$ cat src/rtl/core/fpct_pkg.sv
// shared widths, codes and types for the frame pair cache table
`timescale 1ns / 1ps
`default_nettype none

package fpct_pkg;

    // table depth and field widths
    localparam int TABLE_ENTRIES = 16;
    localparam int TAG_W         = 16;
    localparam int FRAME_W       = 32;
    localparam int HANDLE_W      = 32;
    localparam int OP_W          = 2;
    localparam int CLS_W         = 2;

    // command codes
    typedef enum logic [OP_W-1:0] {
        OP_LOOKUP = 2'd0,
        OP_INSERT = 2'd1,
        OP_CLEAR  = 2'd2,
        OP_NOP    = 2'd3
    } t_opcode;

    // priority classes that change behavior; any other class is prefetch
    localparam logic [CLS_W-1:0] CLS_EXACT = 2'd0;
    localparam logic [CLS_W-1:0] CLS_SEQ   = 2'd1;

    // payload of one table entry
    typedef struct packed {
        logic [TAG_W-1:0]    tag;
        logic [FRAME_W-1:0]  frame;
        logic                exact;
        logic [HANDLE_W-1:0] handle;
    } t_entry_data;

    // per-cycle control broadcast to every cell
    typedef struct packed {
        logic clear;    // invalidate every entry
        logic mark;     // flag entries to remove for the incoming insert
        logic compact;  // remove the lowest flagged entry, upper cells slide down
        logic place;    // slide cells up and write the new entry into cell 0
        logic full;     // last cell holds a valid entry
    } t_cell_ctrl;

endpackage

`default_nettype wire

$ cat src/rtl/core/fpct_cell.sv
// one table cell: holds the entry of one age rank and trades entries with its neighbors
`timescale 1ns / 1ps
`default_nettype none

module fpct_cell (
    input  wire logic                          i_clk,
    input  wire logic                          i_rst_n,
    input  wire fpct_pkg::t_cell_ctrl          i_ctrl,
    input  wire logic [fpct_pkg::TAG_W-1:0]    i_key_tag,
    input  wire logic [fpct_pkg::FRAME_W-1:0]  i_key_frame,
    input  wire logic                          i_drop_exact,
    input  wire logic                          i_up_valid,
    input  wire logic                          i_up_flag,
    input  wire fpct_pkg::t_entry_data         i_up_data,
    input  wire logic                          i_dn_valid,
    input  wire fpct_pkg::t_entry_data         i_dn_data,
    input  wire logic                          i_drop_seen,
    output logic                               o_drop_seen,
    input  wire logic                          i_exact_above,
    output logic                               o_exact_above,
    input  wire logic                          i_victim_seen,
    output logic                               o_victim_seen,
    output logic                               o_valid,
    output logic                               o_flag,
    output fpct_pkg::t_entry_data              o_data,
    output logic                               o_match,
    output logic [fpct_pkg::HANDLE_W-1:0]      o_hit_handle
);
    import fpct_pkg::*;

    logic        r_valid;
    logic        r_flag;
    t_entry_data r_data;

    logic match;
    logic drop;
    logic victim;
    logic do_compact;
    logic do_shift;

    // key compare and removal decision
    always_comb begin
        match  = r_valid && (r_data.tag == i_key_tag) && (r_data.frame == i_key_frame);
        drop   = match || (i_drop_exact && r_valid && r_data.exact);
        victim = r_valid && !r_data.exact && i_exact_above;
    end

    // neighbor chains: removal point seen below, exact run above, victim seen above
    assign o_drop_seen   = i_drop_seen | r_flag;
    assign o_exact_above = i_exact_above & r_valid & r_data.exact;
    assign o_victim_seen = i_victim_seen | victim;

    assign do_compact = i_ctrl.compact & o_drop_seen;
    assign do_shift   = i_ctrl.place & (~i_ctrl.full | o_victim_seen);

    // valid and removal flag
    always_ff @(posedge i_clk) begin
        if (!i_rst_n) begin
            r_valid <= 1'b0;
            r_flag  <= 1'b0;
        end else if (i_ctrl.clear) begin
            r_valid <= 1'b0;
            r_flag  <= 1'b0;
        end else if (i_ctrl.mark) begin
            r_flag  <= drop;
        end else if (do_compact) begin
            r_valid <= i_up_valid;
            r_flag  <= i_up_flag;
        end else if (do_shift) begin
            r_valid <= i_dn_valid;
            r_flag  <= 1'b0;
        end
    end

    // entry payload moves with its valid bit
    always_ff @(posedge i_clk) begin
        if (do_compact) begin
            r_data <= i_up_data;
        end else if (do_shift) begin
            r_data <= i_dn_data;
        end
    end

    assign o_valid      = r_valid;
    assign o_flag       = r_flag;
    assign o_data       = r_data;
    assign o_match      = match;
    assign o_hit_handle = match ? r_data.handle : '0;

endmodule

`default_nettype wire

$ cat src/rtl/core/frame_pair_cache_table.sv
// frame pair cache table: fully associative handle table kept as an age-ordered row of cells
//
//  channel  | handshake            | words
//  ---------+----------------------+------------------------------------------------------
//  command  | start / busy         | opcode, context_tag, frame_number, priority_class,
//           |                      | pair_handle
//  result   | o_strobe (1 cycle)   | hit, found_handle, stored
//
// A lookup, clear, no-op or sequential insert gives its result in the cycle after
// acceptance and leaves busy low. Any other insert flags, at acceptance, the entry with
// its key and, for the exact class, every exact entry; it removes one flagged entry at a
// time, the upper cells sliding down, until no flag is left, then slides the row up,
// writes the new entry if there is room and gives its result. Cell 0 holds the newest.
// Reset is synchronous and empties the table; the result side cannot stall.
`timescale 1ns / 1ps
`default_nettype none

module frame_pair_cache_table (
    input  wire logic                          i_clk,
    input  wire logic                          i_rst_n,
    input  wire logic                          start,
    output logic                               busy,
    input  wire logic [fpct_pkg::OP_W-1:0]     i_opcode,
    input  wire logic [fpct_pkg::TAG_W-1:0]    i_context_tag,
    input  wire logic [fpct_pkg::FRAME_W-1:0]  i_frame_number,
    input  wire logic [fpct_pkg::CLS_W-1:0]    i_priority_class,
    input  wire logic [fpct_pkg::HANDLE_W-1:0] i_pair_handle,
    output logic                               o_strobe,
    output logic                               o_hit,
    output logic [fpct_pkg::HANDLE_W-1:0]      o_found_handle,
    output logic                               o_stored
);
    import fpct_pkg::*;

    localparam int N = TABLE_ENTRIES;

    typedef enum logic [1:0] {
        ST_IDLE,
        ST_REMOVE,
        ST_PLACE
    } t_state;

    t_state      r_state;
    t_entry_data r_req;
    logic        r_strobe;
    logic        r_hit;
    logic [HANDLE_W-1:0] r_handle;
    logic        r_stored;

    t_cell_ctrl  ctrl;
    logic        accept;
    logic        can_place;
    logic        any_match;
    logic [HANDLE_W-1:0] hit_handle;

    logic [N-1:0]        cell_valid;
    logic [N-1:0]        cell_flag;
    logic [N-1:0]        cell_match;
    t_entry_data         cell_data [N];
    logic [HANDLE_W-1:0] cell_hh [N];
    logic [N:0]          drop_chain;
    logic [N:0]          exact_chain;
    logic [N:0]          victim_chain;

    assign accept = start && (r_state == ST_IDLE);

    // chain ends
    assign drop_chain[0]   = 1'b0;
    assign exact_chain[N]  = 1'b1;
    assign victim_chain[N] = 1'b0;

    // insert proceeds unless the table is full of exact entries
    assign can_place = !cell_valid[N-1] || victim_chain[0];

    // cell control
    always_comb begin
        ctrl.clear   = accept && (i_opcode == OP_CLEAR);
        ctrl.mark    = accept && (i_opcode == OP_INSERT) && (i_priority_class != CLS_SEQ);
        ctrl.compact = (r_state == ST_REMOVE);
        ctrl.place   = (r_state == ST_PLACE) && can_place;
        ctrl.full    = cell_valid[N-1];
    end

    // row of cells
    for (genvar i = 0; i < N; i++) begin : g_cell
        logic        up_valid;
        logic        up_flag;
        t_entry_data up_data;
        logic        dn_valid;
        t_entry_data dn_data;

        if (i == N - 1) begin : g_top
            assign up_valid = 1'b0;
            assign up_flag  = 1'b0;
            assign up_data  = cell_data[i];
        end else begin : g_mid
            assign up_valid = cell_valid[i+1];
            assign up_flag  = cell_flag[i+1];
            assign up_data  = cell_data[i+1];
        end

        if (i == 0) begin : g_head
            assign dn_valid = 1'b1;
            assign dn_data  = r_req;
        end else begin : g_body
            assign dn_valid = cell_valid[i-1];
            assign dn_data  = cell_data[i-1];
        end

        fpct_cell u_cell (
            .i_clk         (i_clk),
            .i_rst_n       (i_rst_n),
            .i_ctrl        (ctrl),
            .i_key_tag     (i_context_tag),
            .i_key_frame   (i_frame_number),
            .i_drop_exact  (i_priority_class == CLS_EXACT),
            .i_up_valid    (up_valid),
            .i_up_flag     (up_flag),
            .i_up_data     (up_data),
            .i_dn_valid    (dn_valid),
            .i_dn_data     (dn_data),
            .i_drop_seen   (drop_chain[i]),
            .o_drop_seen   (drop_chain[i+1]),
            .i_exact_above (exact_chain[i+1]),
            .o_exact_above (exact_chain[i]),
            .i_victim_seen (victim_chain[i+1]),
            .o_victim_seen (victim_chain[i]),
            .o_valid       (cell_valid[i]),
            .o_flag        (cell_flag[i]),
            .o_data        (cell_data[i]),
            .o_match       (cell_match[i]),
            .o_hit_handle  (cell_hh[i])
        );
    end

    // keys are unique in the table, so at most one cell matches
    always_comb begin
        hit_handle = '0;
        for (int k = 0; k < N; k++) begin
            hit_handle = hit_handle | cell_hh[k];
        end
        any_match = |cell_match;
    end

    // sequencer and result register
    always_ff @(posedge i_clk) begin
        if (!i_rst_n) begin
            r_state  <= ST_IDLE;
            r_strobe <= 1'b0;
            r_hit    <= 1'b0;
            r_handle <= '0;
            r_stored <= 1'b0;
        end else begin
            r_strobe <= 1'b0;
            r_hit    <= 1'b0;
            r_handle <= '0;
            r_stored <= 1'b0;
            case (r_state)
                ST_IDLE: begin
                    if (accept) begin
                        if (ctrl.mark) begin
                            r_state <= ST_REMOVE;
                        end else begin
                            r_strobe <= 1'b1;
                            if (i_opcode == OP_LOOKUP) begin
                                r_hit    <= any_match;
                                r_handle <= hit_handle;
                            end
                        end
                    end
                end
                ST_REMOVE: begin
                    if (!drop_chain[N]) begin
                        r_state <= ST_PLACE;
                    end
                end
                ST_PLACE: begin
                    r_strobe <= 1'b1;
                    r_stored <= can_place;
                    r_state  <= ST_IDLE;
                end
                default: begin
                    r_state <= ST_IDLE;
                end
            endcase
        end
    end

    // request held for the new entry
    always_ff @(posedge i_clk) begin
        if (accept) begin
            r_req.tag    <= i_context_tag;
            r_req.frame  <= i_frame_number;
            r_req.exact  <= (i_priority_class == CLS_EXACT);
            r_req.handle <= i_pair_handle;
        end
    end

    assign busy           = (r_state != ST_IDLE);
    assign o_strobe       = r_strobe;
    assign o_hit          = r_hit;
    assign o_found_handle = r_handle;
    assign o_stored       = r_stored;

endmodule

`default_nettype wire

$ cat config.mk
export PLATFORM = sky130hd
export DESIGN_NAME = frame_pair_cache_table
export DESIGN_NICKNAME = d
export VERILOG_FILES = /design/src/rtl/core/fpct_pkg.sv /design/src/rtl/core/fpct_cell.sv /design/src/rtl/core/frame_pair_cache_table.sv
export SDC_FILE = /design/constraint.sdc
export NUM_CORES = 2
export LEC_CHECK = 0
export ABC_AREA = 0
export BUFFER_PORTS_ARGS = -buffer_cell sky130_fd_sc_hd__buf_2
export CORE_ASPECT_RATIO = 1.5
export CORE_UTILIZATION = 50
export CTS_BUF_LIST = sky130_fd_sc_hd__clkbuf_8
export DETAILED_ROUTE_END_ITERATION = 8
export GPL_TIMING_DRIVEN = 0
export PLACE_DENSITY = 0.7
export SYNTH_ARGS = -nofsm -noshare
export SYNTH_HDL_FRONTEND = slang
export SYNTH_SLANG_ARGS = --single-unit
$ cat constraint.sdc
create_clock -name i_clk -period 12.8 [get_ports i_clk]
set_input_delay 1.92 -clock i_clk [delete_from_list [all_inputs] [get_ports i_clk]]
set_output_delay 1.92 -clock i_clk [all_outputs]
set_load 0.01 [all_outputs]
==> results.json <==
{
  "clkLatencyLatePin_ps": 1060,
  "critPathCaptureType": "register",
  "drv_slew": 87,
  "synth-edff-count": 1377,
  "tightestPinTransition_ps": 1750,
  "relSlewSlack_pct": -16.6,
  "ir_drop_uv": 87.2,
  "die_area_um2": 144000,
  "synth_top_family_by_area": "multiplexers",
  "synth_compound_area_share_pct": 5.15,
  "synth-simple-area-share_pct": 11.1,
  "stdcell_count": 8111,
  "postSynth.asyncResetShare_pct": 0,
  "rows": 169,
  "holdBufCountCts": 0,
  "yosysWarningCount": 0,
  "h-tree-depth": 4,
  "layout.nets": 6123,
  "fin_skew_ps": 47.6,
  "maxCapViolCount": 11,
  "core_area_um2": 141000,
  "fp.dieW_um": 310,
  "area_growth_syn_to_layout_pct": 11.6,
  "cts_buffers": 218,
  "gp_congestion": 1.06,
  "drive_above_1_share_pct": 22.9,
  "dr.pass1.iters": 8,
  "max_freq_mhz": 137,
  "hold_path.class": "reg -> reg",
  "setup_violations": 0,
  "ioPinCount": 123,
  "fillers": 11906,
  "ys_ff_latch": 1446,
  "rsz0062_at_grt": "no",
  "grt_max_degree": 63,
  "path_clk_slew_ps": 70,
  "grt_pass1_vias": 53386,
  "yosysSeqAreaShare_pct": 60.0,
  "outcome": "finished with violations",
  "cts_resized": 0,
  "postSynthCellCount": 5650,
  "antenna_left": 0,
  "synth.cell_area_um2": 71200,
  "cts_tree": "built",
  "finalHoldViolations": 0,
  "root_buffer": "clkbuf_8",
  "leakage_nw": 28.2,
  "crit_arrival_ps": 8200,
  "period_needed_ps": 7320,
  "grt_pass1_wl_um": 432000,
  "post_cts_buffers": 0,
  "synth_nets": 5737,
  "start_kind": "input port",
  "via_per_inst": 6.74,
  "num_vias": 54695,
  "synth.avg_cell_area_um2": 12.6,
  "wl_per_cell_um": 39.5,
  "synthMuxAreaShare_pct": 12.6,
  "synthXorXnorAreaFrac_pct": 8.52,
  "track_usage_pct": 44.3,
  "synth_fa_ha_area_share_pct": 0,
  "antenna_found_initial": 14,
  "die_h_um": 464,
  "clock_path_buffers": 3,
  "placed_cells_incl_taps": 7696,
  "synth_cell_types": 71,
  "critPathRequiredTime_ps": 13680,
  "worstSetupPathType": "in -> reg",
  "port_buffers": 122,
  "dpl.hpwl_um": 240000,
  "violations": "max-capacitance violations, max-slew violations",
  "cts_sinks": 1446,
  "path_max_fanout": 10,
  "route.detailed.drc": 0,
  "synthFlopType": "edfxtp_1",
  "fin_crit_sh_pct": 57.2,
  "drt_iter0_drc": 8899,
  "p_per_area_nw_per_um2": 122,
  "start_util_pct": 50.3,
  "grt-ovfl-total": 0,
  "drt-total-wl_um": 320000,
  "hold-worst-slack_ps": 499
}
-- where the power goes --
group | internal [W] | switching (W) | total (W)
logic | 0.000169 | 0.000420 | 0.000589
clock network | 0.00178 | 0.00203 | 0.00381
registers | 0.00523 | 0.0000792 | 0.00531
total | 0.00718 | 0.00253 | 0.00971
-- synth_stat cells, types with 6 or more instances --
cell,n,share of area (%)
a21oi_1,31,0.22
o22ai_1,10,0.088
o2111a_1,12,0.19
nand2b_1,31,0.27
a222oi_1,7,0.098
dfxtp_1,69,1.9
nand4_1,102,0.90
nand2_1,1294,6.8
nor3_1,27,0.19
edfxtp_1,1377,58
xnor2_1,157,1.9
a31oi_1,42,0.37
buf_4,10,0.11
o21ai_1,6,0.042
nor4_2,10,0.18
or4_1,7,0.074
a22oi_1,46,0.48
and4_1,6,0.074
a2111oi_0,12,0.15
a211oi_1,16,0.17
mux2_2,792,13
nor2b_1,31,0.27
nor2_1,55,0.29
buf_2,126,0.89
o2111ai_1,7,0.086
a22o_1,39,0.48
a32oi_1,12,0.15
a311oi_1,7,0.086
nor4_1,140,1.2
a221oi_1,89,1.1
a41oi_1,6,0.074
and3_1,21,0.18
xor2_1,536,6.6
nand3_1,48,0.34
clkbuf_1,202,1.1
mux2i_1,7,0.098
o21ai_0,77,0.54
a32o_1,26,0.37
inv_1,68,0.36
buf_1,20,0.11
-- worst max-delay path: stages --
cell and delay, ps:
buf_2 110, clkbuf_1 900, buf_2 660, xnor2_1 180, nand4_1 200, nor4_1 310
nor4bb_1 750, clkbuf_1 930, clkbuf_1 1220, a21oi_1 270, and3_1 280, a41oi_1 430
-- logic make-up after synthesis --
kind of cell / Yosys count
AOI/OAI and AO/OA: 484
xor gates and xnor gates: 693
buffers and inverters: 431
DFF: 1446
muxes: 799
and+or+nand+nor: 1797
-- placed cells by master, fill, tap and decap left out, drive strengths merged, types with 6 or more instances in the layout --
cell type | netlist | layout
and4 | 6 | 6
a222oi | 7 | 7
o21ai | 83 | 83
xnor2 | 157 | 157
buf | 159 | 325
dfxtp | 69 | 69
nor2 | 55 | 55
nand4 | 102 | 102
nor2b | 31 | 31
a221oi | 89 | 89
xor2 | 536 | 536
nor4 | 153 | 153
o22ai | 10 | 10
a311oi | 7 | 7
o2111a | 12 | 12
a31oi | 42 | 42
diode | 0 | 14
clkbuf | 202 | 444
mux2 | 792 | 792
inv | 70 | 154
nand2b | 31 | 31
a32o | 26 | 26
or4 | 8 | 8
a2111oi | 12 | 12
mux2i | 7 | 7
a32oi | 12 | 12
o2111ai | 7 | 7
clkinv | 0 | 71
a21oi | 31 | 31
a211oi | 16 | 16
edfxtp | 1377 | 1377
a41oi | 6 | 6
and3 | 21 | 21
nand3 | 48 | 48
nand2 | 1294 | 1294
a22o | 39 | 39
a22oi | 46 | 46
nor3 | 27 | 27
-- final timing paths --
path	cells past startpoint	from	slack, ps	to
max	12	i_context_tag[0]	5480	o_found_handle[25]$_SDFF_PP0_
min	2	g_cell[8].u_cell.o_flag$_SDFFE_PP0P_	500	g_cell[7].u_cell.o_flag$_SDFFE_PP0P_
max reg2reg	9	g_cell[3].u_cell.o_data[64]$_DFFE_PP_	6880	o_found_handle[25]$_SDFF_PP0_
min reg2reg	2	g_cell[8].u_cell.o_flag$_SDFFE_PP0P_	500	g_cell[7].u_cell.o_flag$_SDFFE_PP0P_
-- metal layers --
| metal | global-route usage [%] | vias up | part of all wire (%) |
|---|---|---|---|
| met5 | 0.855 | - | 0.054 |
| met4 | 42.9 | 4 | 12 |
| met3 | 12.7 | 1686 | 11 |
| met2 | 68.8 | 4671 | 46 |
| met1 | 47.8 | 26850 | 31 |
| li1 | - | 21484 | - |
-- through the flow --
stage	util (%)	setup WS (ps)	instance area, um^2	total power, W	TNS [ps]
floorplan	-	4300	71200	0.00567	0
global placement	52.4	-2030	74200	0.00596	-88020
detailed placement	53.2	4950	75300	0.00596	0
CTS	56.1	5990	79400	0.00964	0
global route	56.1	5870	79400	0.00988	0
finish	56.2	5480	79500	0.00971	0
-- cell type report --
cell class	instances	area, um^2	area share [%]
diodes	14	35.0	0.0441
flip-flops and latches	1446	42700	53.8
repair buffers	166	1510	1.90
multi-input cells	3773	26900	33.8
inverters	70	275	0.346
plain buffers	361	1580	1.98
clock inverters	158	787	0.991
well taps	1881	2350	2.96
clock buffers	242	3330	4.19
-- state kept, by name, summed over array words and instances (netlist names) --
| register | flops |
|---|---|
| o_strobe | 1 |
| g_cell.dn_data | 81 |
| g_cell.u_cell.o_valid | 16 |
| o_stored | 1 |
| o_found_handle | 32 |
| o_hit | 1 |
| g_cell.u_cell.o_flag | 16 |
| g_cell.u_cell.o_data | 1296 |
| r_state | 2 |
(Power assumes the default switching activity.)
